**src/sv/hbbc_pkg.sv**
```systemverilog
// Shared types and constants for the hashed block buffer cache.
// Holds command and status codes, controller states and the slot record.
// No dependencies.
package hbbc_pkg;

  // Widest bucket index and recency rank over the supported configurations
  localparam int BKT_W  = 4;
  localparam int RANK_W = 6;
  localparam int BCNT_W = 7;
  localparam int CNT_W8 = 8;

  typedef enum logic [1:0] {
    CMD_GET     = 2'd0,
    CMD_RELEASE = 2'd1,
    CMD_PIN     = 2'd2,
    CMD_UNPIN   = 2'd3
  } cmd_t;

  typedef enum logic [1:0] {
    ST_OK        = 2'd0,
    ST_NOFREE    = 2'd1,
    ST_UNDERFLOW = 2'd2
  } status_t;

  typedef enum logic [3:0] {
    S_CLEAR,
    S_IDLE,
    S_MOD,
    S_SCAN,
    S_RD,
    S_OP,
    S_DECIDE,
    S_UPD,
    S_RESP
  } state_t;

  // One buffer slot as held in the slot memory
  typedef struct packed {
    logic [15:0]       dev;
    logic [31:0]       blk;
    logic              valid;
    logic [CNT_W8-1:0] refs;
    logic [BKT_W-1:0]  bkt;
    logic [RANK_W-1:0] rank;
  } slot_rec_t;

endpackage

```
**src/sv/hbbc_if.sv**
```systemverilog
// Request and response channel interfaces of the buffer cache.
// Depends on nothing; payload widths follow the command and result fields.
interface hbbc_req_if;
  logic        valid;
  logic        ready;
  logic [1:0]  command;
  logic [15:0] device;
  logic [31:0] block_number;
  logic [4:0]  slot_in;

  modport source (output valid, command, device, block_number, slot_in, input ready);
  modport sink   (input valid, command, device, block_number, slot_in, output ready);
endinterface

interface hbbc_rsp_if;
  logic       valid;
  logic       ready;
  logic [4:0] slot_out;
  logic       cache_hit;
  logic       needs_fill;
  logic [1:0] status;

  modport source (output valid, slot_out, cache_hit, needs_fill, status, input ready);
  modport sink   (input valid, slot_out, cache_hit, needs_fill, status, output ready);
endinterface

```
**src/sv/hbbc_mem.sv**
```systemverilog
// Slot record memory: one write port, one read port, registered read data.
// Depends on hbbc_pkg for the slot record type.
module hbbc_mem
  import hbbc_pkg::*;
#(
  parameter int DEPTH = 32,
  parameter int AW    = 5
) (
  input  logic          clk,
  input  logic          we,
  input  logic [AW-1:0] waddr,
  input  slot_rec_t     wdata,
  input  logic [AW-1:0] raddr,
  output slot_rec_t     rdata
);

  slot_rec_t mem [DEPTH];

  always_ff @(posedge clk) begin
    if (we) begin
      mem[waddr] <= wdata;
    end
    rdata <= mem[raddr];
  end

endmodule

```
**src/sv/hbbc_mod.sv**
```systemverilog
// Remainder of a 32-bit block number by the bucket count.
// Nibbles are weighted by 16**i reduced by the bucket count, then a reciprocal multiply
// gives the remainder; done follows start through st1 and st2. Depends on hbbc_pkg.
module hbbc_mod
  import hbbc_pkg::*;
#(
  parameter int NUM_BUCKETS = 13
) (
  input  logic             clk,
  input  logic             rst,
  input  logic             start,
  input  logic [31:0]      value,
  output logic             done,
  output logic [BKT_W-1:0] rem
);

  // weight of nibble i: 16**i reduced by the bucket count
  function automatic int nib_wt(int i);
    int w;
    w = 1 % NUM_BUCKETS;
    for (int j = 0; j < i; j++) begin
      w = (w * 16) % NUM_BUCKETS;
    end
    return w;
  endfunction

  localparam int WT [8] = '{nib_wt(0), nib_wt(1), nib_wt(2), nib_wt(3),
                            nib_wt(4), nib_wt(5), nib_wt(6), nib_wt(7)};
  // reciprocal, exact for sums below 2**11
  localparam int RECIP = (65536 + NUM_BUCKETS - 1) / NUM_BUCKETS;

  logic [31:0] sh;
  logic [10:0] acc;
  logic [10:0] wsum;
  logic [27:0] prod;
  logic [10:0] quo;
  logic        st1, st2;

  // weighted nibble sum, congruent to the value, at most 1800
  always_comb begin
    acc = '0;
    for (int i = 0; i < 8; i++) begin
      acc = acc + 11'(sh[4*i +: 4]) * 11'(WT[i]);
    end
  end

  assign prod = 28'(wsum) * 28'(RECIP);
  assign quo  = 11'(prod >> 16);

  always_ff @(posedge clk) begin
    if (rst) begin
      st1  <= 1'b0;
      st2  <= 1'b0;
      done <= 1'b0;
    end else begin
      st1  <= start;
      st2  <= st1;
      done <= st2;
      if (start) begin
        sh <= value;
      end
      if (st1) begin
        wsum <= acc;
      end
      if (st2) begin
        rem <= BKT_W'(wsum - quo * 11'(NUM_BUCKETS));
      end
    end
  end

endmodule

```
**src/sv/hashed_block_buffer_cache.sv**
```systemverilog
// Hashed buffer cache with per-bucket recency order, slot records in one memory.
// Get: the bucket remainder, then a tag scan and decision, then an update
// pass on a miss that finds a free slot. Pin, unpin and release read and
// modify the slot; a release that frees a slot adds a scan and an update pass.
// One item in flight; the output register lets the next item enter while it waits.
// After reset a sweep clears every slot record and sets its rank; no item
// is taken until it ends. Depends on hbbc_pkg, hbbc_if, hbbc_mem, hbbc_mod.
module hashed_block_buffer_cache
  import hbbc_pkg::*;
#(
  parameter int NUM_BUFFERS = 32,
  parameter int NUM_BUCKETS = 13
) (
  input  logic        clk,
  input  logic        rst,
  hbbc_req_if.sink    req,
  hbbc_rsp_if.source  rsp
);

  localparam int IDX_W = (NUM_BUFFERS > 1) ? $clog2(NUM_BUFFERS) : 1;
  localparam int CW    = $clog2(NUM_BUFFERS + 1);
  localparam logic [IDX_W-1:0] LAST = IDX_W'(NUM_BUFFERS - 1);

  state_t state, state_next;

  // latched request
  cmd_t             cmd;
  logic [15:0]      q_dev;
  logic [31:0]      q_blk;
  logic [IDX_W-1:0] sidx;

  // pass control
  logic [CW-1:0]    cnt;
  logic             rv;
  logic [IDX_W-1:0] raq;

  // scan results
  logic [BKT_W-1:0]  hb;
  logic              hf, ff;
  logic [IDX_W-1:0]  hidx, fidx;
  slot_rec_t         hrec, frec;
  logic [BKT_W:0]    fd;
  logic [BCNT_W-1:0] bcnt;

  // update pass
  logic [IDX_W-1:0]  tgt;
  logic [BKT_W-1:0]  ob;
  logic [RANK_W-1:0] orank;
  slot_rec_t         nrec;

  // result register
  logic [4:0] r_slot;
  logic       r_hit, r_fill;
  status_t    r_status;

  // memory port
  logic             we;
  logic [IDX_W-1:0] wa, ra;
  slot_rec_t        wd, rd;

  logic             mod_start, mod_done;
  logic [BKT_W-1:0] mod_rem;
  logic             issue;
  logic [BKT_W:0]   bdist;
  logic             in_range;

  hbbc_mem #(.DEPTH(NUM_BUFFERS), .AW(IDX_W)) u_mem (
    .clk(clk), .we(we), .waddr(wa), .wdata(wd), .raddr(ra), .rdata(rd)
  );

  hbbc_mod #(.NUM_BUCKETS(NUM_BUCKETS)) u_mod (
    .clk(clk), .rst(rst), .start(mod_start), .value(req.block_number),
    .done(mod_done), .rem(mod_rem)
  );

  assign issue    = (cnt < CW'(NUM_BUFFERS));
  assign in_range = ({2'b00, req.slot_in} < 7'(NUM_BUFFERS));
  assign req.ready = (state == S_IDLE);

  // cyclic distance of a slot's bucket from the searched bucket
  always_comb begin
    if (rd.bkt >= hb) begin
      bdist = {1'b0, rd.bkt} - {1'b0, hb};
    end else begin
      bdist = {1'b0, rd.bkt} + (BKT_W+1)'(NUM_BUCKETS) - {1'b0, hb};
    end
  end

  always_ff @(posedge clk) begin
    if (rst) begin
      state <= S_CLEAR;
    end else begin
      state <= state_next;
    end
  end

  // next state and memory port
  always_comb begin
    state_next = state;
    mod_start  = 1'b0;
    we         = 1'b0;
    wa         = raq;
    wd         = rd;
    ra         = cnt[IDX_W-1:0];
    unique case (state)
      S_CLEAR: begin
        we      = 1'b1;
        wa      = cnt[IDX_W-1:0];
        wd      = '0;
        wd.rank = RANK_W'(cnt);
        if (cnt[IDX_W-1:0] == LAST) begin
          state_next = S_IDLE;
        end
      end
      S_IDLE: begin
        if (req.valid) begin
          if (cmd_t'(req.command) == CMD_GET) begin
            mod_start  = 1'b1;
            state_next = S_MOD;
          end else if (in_range) begin
            state_next = S_RD;
          end else begin
            state_next = S_RESP;
          end
        end
      end
      S_MOD: begin
        if (mod_done) begin
          state_next = S_SCAN;
        end
      end
      S_SCAN: begin
        if (rv && raq == LAST) begin
          state_next = S_DECIDE;
        end
      end
      S_RD: begin
        ra         = sidx;
        state_next = S_OP;
      end
      S_OP: begin
        wa = sidx;
        if (cmd == CMD_PIN) begin
          we         = 1'b1;
          wd.refs    = (rd.refs == 8'hFF) ? rd.refs : rd.refs + 8'd1;
          state_next = S_RESP;
        end else if (rd.refs == 8'd0) begin
          state_next = S_RESP;
        end else if (cmd == CMD_RELEASE && rd.refs == 8'd1) begin
          state_next = S_SCAN;
        end else begin
          we         = 1'b1;
          wd.refs    = rd.refs - 8'd1;
          state_next = S_RESP;
        end
      end
      S_DECIDE: begin
        if (cmd == CMD_GET && hf) begin
          we         = 1'b1;
          wa         = hidx;
          wd         = hrec;
          wd.valid   = 1'b1;
          wd.refs    = (hrec.refs == 8'hFF) ? hrec.refs : hrec.refs + 8'd1;
          state_next = S_RESP;
        end else if (cmd == CMD_GET && !ff) begin
          state_next = S_RESP;
        end else begin
          state_next = S_UPD;
        end
      end
      S_UPD: begin
        if (rv) begin
          if (raq == tgt) begin
            we = 1'b1;
            wd = nrec;
          end else if (rd.bkt == ob && rd.rank > orank) begin
            we      = 1'b1;
            wd.rank = rd.rank - RANK_W'(1);
          end
          if (raq == LAST) begin
            state_next = S_RESP;
          end
        end
      end
      S_RESP: begin
        if (!rsp.valid || rsp.ready) begin
          state_next = S_IDLE;
        end
      end
      default: state_next = S_IDLE;
    endcase
  end

  // pass counter and read tracking
  always_ff @(posedge clk) begin
    if (rst) begin
      cnt <= '0;
      rv  <= 1'b0;
    end else begin
      rv  <= (state == S_SCAN || state == S_UPD) && issue;
      raq <= cnt[IDX_W-1:0];
      if (state == S_SCAN || state == S_UPD || state == S_CLEAR) begin
        if (issue) begin
          cnt <= cnt + CW'(1);
        end
      end else begin
        cnt <= '0;
      end
    end
  end

  // request latch, scan accumulation and result
  always_ff @(posedge clk) begin
    if (state == S_IDLE && req.valid) begin
      cmd      <= cmd_t'(req.command);
      q_dev    <= req.device;
      q_blk    <= req.block_number;
      sidx     <= IDX_W'(req.slot_in);
      r_slot   <= req.slot_in;
      r_hit    <= 1'b0;
      r_fill   <= 1'b0;
      r_status <= ST_OK;
    end
    if (state == S_IDLE || state == S_OP) begin
      hf   <= 1'b0;
      ff   <= 1'b0;
      bcnt <= '0;
    end
    if (state == S_MOD && mod_done) begin
      hb <= mod_rem;
    end
    if (state == S_OP) begin
      hb    <= rd.bkt;
      tgt   <= sidx;
      ob    <= rd.bkt;
      orank <= rd.rank;
      nrec  <= '{dev: rd.dev, blk: rd.blk, valid: rd.valid, refs: '0,
                 bkt: rd.bkt, rank: rd.rank};
      if (cmd != CMD_PIN && rd.refs == 8'd0) begin
        r_status <= ST_UNDERFLOW;
      end
    end
    // one record per cycle during the scan
    if (state == S_SCAN && rv) begin
      if (rd.bkt == hb) begin
        bcnt <= bcnt + BCNT_W'(1);
      end
      if (rd.bkt == hb && rd.dev == q_dev && rd.blk == q_blk &&
          (!hf || rd.rank > hrec.rank)) begin
        hf   <= 1'b1;
        hidx <= raq;
        hrec <= rd;
      end
      if (rd.refs == 8'd0 &&
          (!ff || bdist < fd || (bdist == fd && rd.rank < frec.rank))) begin
        ff   <= 1'b1;
        fidx <= raq;
        frec <= rd;
        fd   <= bdist;
      end
    end
    if (state == S_DECIDE) begin
      if (cmd == CMD_GET) begin
        if (hf) begin
          r_slot <= 5'(hidx);
          r_hit  <= 1'b1;
          r_fill <= !hrec.valid;
        end else if (ff) begin
          r_slot <= 5'(fidx);
          r_fill <= 1'b1;
          tgt    <= fidx;
          ob     <= frec.bkt;
          orank  <= frec.rank;
          nrec   <= '{dev: q_dev, blk: q_blk, valid: 1'b1, refs: 8'd1, bkt: hb,
                      rank: RANK_W'(bcnt - ((frec.bkt == hb) ? BCNT_W'(1) : BCNT_W'(0)))};
        end else begin
          r_slot   <= '0;
          r_status <= ST_NOFREE;
        end
      end else begin
        nrec.rank <= RANK_W'(bcnt - BCNT_W'(1));
      end
    end
  end

  // output register
  always_ff @(posedge clk) begin
    if (rst) begin
      rsp.valid <= 1'b0;
    end else if (state == S_RESP && (!rsp.valid || rsp.ready)) begin
      rsp.valid      <= 1'b1;
      rsp.slot_out   <= r_slot;
      rsp.cache_hit  <= r_hit;
      rsp.needs_fill <= r_fill;
      rsp.status     <= r_status;
    end else if (rsp.ready) begin
      rsp.valid <= 1'b0;
    end
  end

endmodule

```
**src/flat_wrapper.sv**
```systemverilog
// flat-port wrapper written by rule: the top's interface ports become plain ports
module hashed_block_buffer_cache_flat import hbbc_pkg::*;
#(
  parameter int NUM_BUFFERS = 32,
  parameter int NUM_BUCKETS = 13
)
  (clk, rst, req_valid, req_command, req_device, req_block_number, req_slot_in, req_ready, rsp_valid, rsp_slot_out, rsp_cache_hit, rsp_needs_fill, rsp_status, rsp_ready);
  hbbc_req_if req_i ();
  hbbc_rsp_if rsp_i ();
  input  logic clk;
  input  logic rst;
  input wire logic [$bits(req_i.valid)-1:0] req_valid;
  input wire logic [$bits(req_i.command)-1:0] req_command;
  input wire logic [$bits(req_i.device)-1:0] req_device;
  input wire logic [$bits(req_i.block_number)-1:0] req_block_number;
  input wire logic [$bits(req_i.slot_in)-1:0] req_slot_in;
  output wire logic [$bits(req_i.ready)-1:0] req_ready;
  output wire logic [$bits(rsp_i.valid)-1:0] rsp_valid;
  output wire logic [$bits(rsp_i.slot_out)-1:0] rsp_slot_out;
  output wire logic [$bits(rsp_i.cache_hit)-1:0] rsp_cache_hit;
  output wire logic [$bits(rsp_i.needs_fill)-1:0] rsp_needs_fill;
  output wire logic [$bits(rsp_i.status)-1:0] rsp_status;
  input wire logic [$bits(rsp_i.ready)-1:0] rsp_ready;
  assign req_i.valid = req_valid;
  assign req_i.command = req_command;
  assign req_i.device = req_device;
  assign req_i.block_number = req_block_number;
  assign req_i.slot_in = req_slot_in;
  assign req_ready = req_i.ready;
  assign rsp_valid = rsp_i.valid;
  assign rsp_slot_out = rsp_i.slot_out;
  assign rsp_cache_hit = rsp_i.cache_hit;
  assign rsp_needs_fill = rsp_i.needs_fill;
  assign rsp_status = rsp_i.status;
  assign rsp_i.ready = rsp_ready;
  hashed_block_buffer_cache #(.NUM_BUFFERS(NUM_BUFFERS), .NUM_BUCKETS(NUM_BUCKETS)) u_core (.clk(clk), .rst(rst), .req(req_i), .rsp(rsp_i));
endmodule
```
**config.mk**
```make
export PLATFORM = sky130hd
export DESIGN_NAME = hashed_block_buffer_cache_flat
export DESIGN_NICKNAME = d
export VERILOG_FILES = /design/src/sv/hbbc_pkg.sv /design/src/sv/hbbc_if.sv /design/src/sv/hbbc_mem.sv /design/src/sv/hbbc_mod.sv /design/src/sv/hashed_block_buffer_cache.sv /design/src/flat_wrapper.sv
export SDC_FILE = /design/constraint.sdc
export NUM_CORES = 2
export LEC_CHECK = 0
export BUFFER_PORTS_ARGS = -buffer_cell sky130_fd_sc_hd__buf_2
export CORE_UTILIZATION = 34
export CTS_CLUSTER_DIAMETER = 150
export DETAILED_ROUTE_END_ITERATION = 16
export GPL_TIMING_DRIVEN = 0
export PLACE_DENSITY = 0.52
export SYNTH_ARGS = -nofsm -noshare
export SYNTH_HDL_FRONTEND = slang
export SYNTH_SLANG_ARGS = --single-unit
```
**constraint.sdc**
```tcl
create_clock -name clk -period 6.7 [get_ports clk]
set_clock_uncertainty 0.1 [all_clocks]
set_input_delay 2.01 -clock clk [delete_from_list [all_inputs] [get_ports clk]]
set_output_delay 2.01 -clock clk [all_outputs]
set_load 0.01 [all_outputs]
```
Yosys cells after proc, flatten, opt, wreduce, memory -nomap -nowiden
Memory sizes are Yosys's and may differ from the RTL's. A register that Yosys moved wholly into a read port is not among the register bits.
Cells that the tools add are included.
- shift-type cells: 0
- mux-type cells: 100
- add/sub/neg operators: 19
- bitwise logic cells: 2
- order comparisons: 6
- equal/unequal tests: 30
- reductions and logical operators: 41
- div/mod/pow operators: 0
- multiply operators: 7
- operators with widths (kind ; number):
    $mux W67 ; 6
    $pmux W49 S3 ; 1
    $mux W61 ; 2
    $mux W4 ; 19
    $mux W5 ; 13
    $mux W6 ; 8
    $mux W8 ; 5
    $pmux W4 S9 ; 1
    $eq A32 B32 Y1 ; 1
    $pmux W8 S4 ; 1
    $mux W1 ; 30
    $pmux W10 S3 ; 1
    $mul A11 B12 Y23 const B ; 1
    $mux W7 ; 3
    $mul A4 B2 Y6 const B ; 3
    $add A8 B1 Y8 const B ; 2
    $eq A16 B16 Y1 ; 1
    $eq A4 B3 Y1 const B ; 4
    $eq A8 B8 Y1 const B ; 2
    $logic_and A1 B1 Y1 ; 16
    $mul A4 B4 Y8 const B ; 2
    $pmux W5 S3 ; 1
    $mux W2 ; 7
    $eq A4 B4 Y1 ; 3
    44 further kinds ; 72
- output and inout port bits: 11
- memories: 1
- register bits: 327
- word-level logic and storage cells: 253
- bits in writable memories: 2144
- bits of input ports: 59
- bits in read-only memories: 0
- bits in latches: 0
- memory list (memory ; depth ; bits a word ; rd ports ; clocked after memory_dff ; write ports ; line ; RTL):
    u_core.u_mem.mem ; 32 ; 67 ; 1 ; 1 ; 1 ; hbbc_mem.sv:17 ; slot_rec_t mem [DEPTH];

Depth between registers and ports, before layout
- depth after elaboration: 9
- gate-level depth with buffers: 24
- mapped depth without buffers: 24

Hierarchy
Synthesis repeated with hierarchy kept, for this count alone.
- cell total of the unflattened synthesis: 5808
- area total of the unflattened synthesis: 102094.2 um^2
- by module, submodules not included (module ; area each (um^2) ; cells each ; times used):
    hbbc_mem ; 82947.1 ; 3944 ; 1
    hashed_block_buffer_cache ; 13848.3 ; 1420 ; 1
    hbbc_mod ; 5298.8 ; 444 ; 1

Worst setup path before layout
No wires, ideal clock.
- path type: reg-to-reg
- start point: register, netlist name u_core.u_mem.rdata[7]
- end point: register u_core.hidx[0], enable pin
- clock period less this slack: 7290 ps
- setup slack: -590 ps
- path buffers: 1
- cell stages (with the launch flop): 9
- arrival: 6599 ps
- data required time: 6010 ps
- path through: dfxtp_1 > inv_1 > ha_1 > inv_1 > nor3_1 > and2_1 > clkbuf_1 > nand4_1 > nor3_1
- cells in the longest elaborated chain, start to end: 5
- ends and longest elaborated chain (element ; line ; RTL):
    $eq A4 B4 Y1 ; hashed_block_buffer_cache.sv:248 ; if (rd.bkt == hb && rd.dev == q_dev && rd.blk == q_blk &&
    $logic_and A1 B1 Y1 (3 in series) ; hashed_block_buffer_cache.sv:248 ;
    $reduce_and A2 Y1 (no source line) ; -- ;
    to (signal assigned) ; hashed_block_buffer_cache.sv:251 ; hidx <= raq;
    to (decl) ; hashed_block_buffer_cache.sv:40 ; logic [IDX_W-1:0] hidx, fidx;
Every way passes these cells.
A chain may end at the register's enable or synchronous reset.

Final worst setup path
- start point: register u_core.u_mod.wsum[3]
- end point: register u_core.u_mod.rem[3], data pin
- cells in the longest elaborated chain, start to end: 3
- ends and longest elaborated chain (element ; line ; RTL):
    from (decl) ; hbbc_mod.sv:34 ; logic [10:0] wsum;
    from (signal assigned) ; hbbc_mod.sv:63 ; wsum <= acc;
    $mul A11 B12 Y23 ; hbbc_mod.sv:47 ; assign prod = 28'(wsum) * 28'(RECIP);
    $mul A8 B4 Y4 ; hbbc_mod.sv:66 ; rem <= BKT_W'(wsum - quo * 11'(NUM_BUCKETS));
    $sub A4 B4 Y4 (*) ; hbbc_mod.sv:66 ;
    to (signal assigned) ; hbbc_mod.sv:66 ;
    to (decl) ; hbbc_mod.sv:14 ; output logic [BKT_W-1:0] rem
Every way passes the cells marked *; elsewhere a longest branch is shown, timed or not.

==> flow_metrics.env <==
export IMPL_status="finished with violations"
export IMPL_violations="negative setup slack"
export IMPL_dr_pass1_iters=8
export IMPL_dieArea_mm2=0.301
export IMPL_drive_gt1_share_pct=23.1
export IMPL_cts_tree="yes"
export IMPL_drv_cap=0
export IMPL_ys_types=71
export IMPL_cts_sinks=2536
export IMPL_ys_ff_latch=2536
export IMPL_gr_total_overflow=0
export IMPL_wl_per_cell_um=30.3
export IMPL_avgSynthCellArea_um2=19.3
export IMPL_clock_latency_ns=0.94
export IMPL_crit_arrival_ns=7.33
export IMPL_cts_root_buf="clkbuf_16"
export IMPL_dieHeight_um=549
export IMPL_htree_levels=5
export IMPL_r2r_start="u_core.u_mod.wsum[3]"
export IMPL_synth_seq_area_share_pct=73.1
export IMPL_cts_buffers=287
export IMPL_grt_first_pass_wirelength_mm=421
export IMPL_final_nets=6043
export IMPL_hpwlAfterDp_mm=208
export IMPL_grt_pass1_vias=54450
export IMPL_critPathKind="register to register"
export IMPL_grtUsageTotal_pct=19.9
export IMPL_synth_area_top_cells="edfxtp_1, mux4_2, dfxtp_1"
export IMPL_coreArea_mm2=0.297
export IMPL_layout_commonest_cell="edfxtp_1"
export IMPL_vias_per_cell=5.38
export IMPL_reg2reg_to="u_core.u_mod.rem[3]"
export IMPL_yosysTopAreaCell="edfxtp_1"
export IMPL_wl_mm=301
export IMPL_synth_area_mm2=0.102
export IMPL_finalCritPeriodShare_pct=101
export IMPL_end_kind="register"
export IMPL_hold_buffers=0
export IMPL_rr_worst_depth=23
export IMPL_crit_top_cell="fa_1"
export IMPL_hold_violations=0
export IMPL_synthCells=5255
export IMPL_crit_path_cell_trace="fa_1 > inv_2 > fa_1 > inv_1 > fa_1 > fa_1 > inv_2 > fa_1 > inv_2 > ha_4 > a21oi_2 > o221ai_2 > a41oi_4 > xnor2_2 > ha_2 > inv_2 > fa_1 > ha_1 > a21o_1 > a21oi_2 > xnor2_2 > xnor2_2 > xnor2_4"
export IMPL_setup_viol=1
export IMPL_clockBufferDepth=4
export IMPL_slowest_delay_ns=0.58
export IMPL_critPathTopFamily="adder cells"
export IMPL_hold_depth=0
export IMPL_syn2layout_area_growth_pct=17.2
export IMPL_dpl_cell_area_mm2=0.110
export IMPL_synth_nets=5532
export IMPL_critPathLaunchType="register"
export IMPL_io_buffers=69
export IMPL_cp_slowest_cell="fa_1"
export IMPL_vdd_drop_max_uv=292
export IMPL_ios=70
export IMPL_hold_end="u_core.hrec[16]"
export IMPL_clkTransAtPathRegs_ns=0.06
export IMPL_dr_total_vias=53322
export IMPL_maxSlewHeadroom_pct=3.21
export IMPL_hold_start="u_core.u_mem.rdata[16]"
export IMPL_cp_num_buf_inv=5
export IMPL_tightest_slew_ns=1.45
export IMPL_drcViolationCount=0
export IMPL_synth_warnings=0
export IMPL_antenna_found_initial=13
export IMPL_maxSlewViolCount=0
export IMPL_synth_ff_type="edfxtp_1"
export IMPL_stdcell_area_mm2=0.119
export IMPL_drt_iter0_markers=6417
export IMPL_detail_route_antenna_nets=0
export IMPL_hp_class="register to register"
export IMPL_fmax_mhz=147
export IMPL_path_max_fanout=2
export IMPL_setup_ws_ns=-0.0909
export IMPL_num_rows=200
export IMPL_most_common_layout_cells="edfxtp_1, mux4_2, nand2_1, clkbuf_16, inv_1"
export IMPL_rsz0062_at_grt="true"
export IMPL_gp_congestion=0.875
export IMPL_p_leak_nw=37.7
export IMPL_grt_max_degree=47
export IMPL_p_per_area_mw_per_mm2=289
export IMPL_rrSetupSlack_ns=-0.09
export IMPL_synth_edf_count=2355
export IMPL_die_w_um=549
export IMPL_synth_top_area_share_pct=69.6
export IMPL_period_needed_ns=6.79
export IMPL_synthArstFlopShare_pct=0
export IMPL_required_ns=7.23
export IMPL_initial_core_util_pct=34.2
export IMPL_setup_tns_final_ns=-0.0909
registers in the layout, indices dropped and copies added, names as in the netlist, 6 cells and up:
name	cells
u_core.q_blk	32
u_core.u_mem.rdata	67
u_core.hrec	67
u_core.u_mod.wsum	10
u_core.orank	6
u_core.bcnt	6
u_core.frec	10
u_core.cnt	6
u_core.u_mem.mem	2144
u_core.u_mod.sh	32
u_core.q_dev	16
u_core.nrec	67
layout make-up:
| class | count | area, um^2 |
|---|---|---|
| clock inverters | 121 | 1070 |
| inverters | 232 | 873 |
| fillers | 26476 | 178000 |
| repair buffers | 222 | 3240 |
| clock buffers | 373 | 7720 |
| multi-input cells | 2225 | 25600 |
| plain buffers | 262 | 1320 |
| well taps | 3939 | 4930 |
| flip-flops and latches | 2536 | 74300 |
| diodes | 3 | 7.51 |
logic make-up (layout without fill, tap and decap cells):
logic type,after synthesis,in the layout,synth area share (%)
and+or+nand+nor,659,659,2.81
buffers and inverters,494,1210,2.14
DFF,2536,2536,73.1
muxes,764,764,14.1
adders and majority gates,218,218,3.25
other,0,3,0
AOI/OAI and AO/OA,487,487,3.69
xor gates and xnor gates,97,97,0.836
timing repair:
item / 4_1_cts / 5_1_grt
pin swaps: 17 / 15
cloned: 0 / 0
endpoints found under the setup margin: 3 / 2
buffers inserted: 6 / 7
gates resized for setup: 20 / 5
metal layers:
layer,global-route usage (%),routed length (um),part of all wire (%),up-vias
met5,0,60,0.020,-
met4,5.33,7480,2.5,10
met3,3.97,21900,7.3,395
met2,32.7,145000,48,2036
met1,26.9,126000,42,28607
li1,-,-,-,22274
report_power, final:
group	internal (W)	leakage (nW)	switching [W]	total (W)
clock	0.00879	4.31	0.00623	0.0150
sequential	0.0173	21.9	0.000200	0.0175
combinational	0.000682	11.5	0.00115	0.00183
total	0.0268	37.7	0.00757	0.0344
per-stage QoR:
| stage | std cells | total power [W] | setup WS, ns | hold slack (ns) | util (%) |
|---|---|---|---|---|---|
| after floorplan | 5255 | 0.0189 | 0.488 | 0.300 | - |
| after global placement | 9263 | 0.0197 | -5.30 | 0.313 | 36.0 |
| after detailed placement | 9402 | 0.0197 | -0.993 | 0.313 | 37.1 |
| after CTS | 9902 | 0.0346 | -0.159 | 0.330 | 40.1 |
| after global routing | 9911 | 0.0353 | -0.275 | 0.340 | 40.1 |
| final | 9913 | 0.0344 | -0.0909 | 0.328 | 40.1 |
synth_stat cells (18+ instances only):
cell type	number
a21oi_1	79
mux2i_1	217
clkbuf_1	122
a31oi_1	80
a32o_1	67
a21o_1	24
and3_1	18
dfxtp_1	181
ha_1	141
nor2_1	174
fa_1	77
inv_1	232
buf_2	73
nand3_1	35
xor2_1	40
nand2_1	325
buf_4	38
mux4_2	536
xnor2_1	57
a222oi_1	58
a221oi_1	63
o21ai_0	48
edfxtp_1	2355
nor3_1	19
worst max-delay path by stage:
stage,endpoint,depth (start not counted),startpoint,slack [ns]
4_1_cts,u_core.u_mod.rem[3],23,u_core.u_mod.wsum[4],-0.16
6_report,u_core.u_mod.rem[3],23,u_core.u_mod.wsum[3],-0.09
3_3_place_gp,u_core.u_mem.mem[13][46],8,u_core.state[3],-5.30
5_1_grt,u_core.u_mod.rem[3],23,u_core.u_mod.wsum[5],-0.28
2_1_floorplan,u_core.u_mod.rem[3],23,u_core.u_mod.wsum[3],0.49
3_5_place_dp,u_core.u_mod.rem[3],23,u_core.u_mod.wsum[3],-0.99
Power figures use the tool's default switching activity.
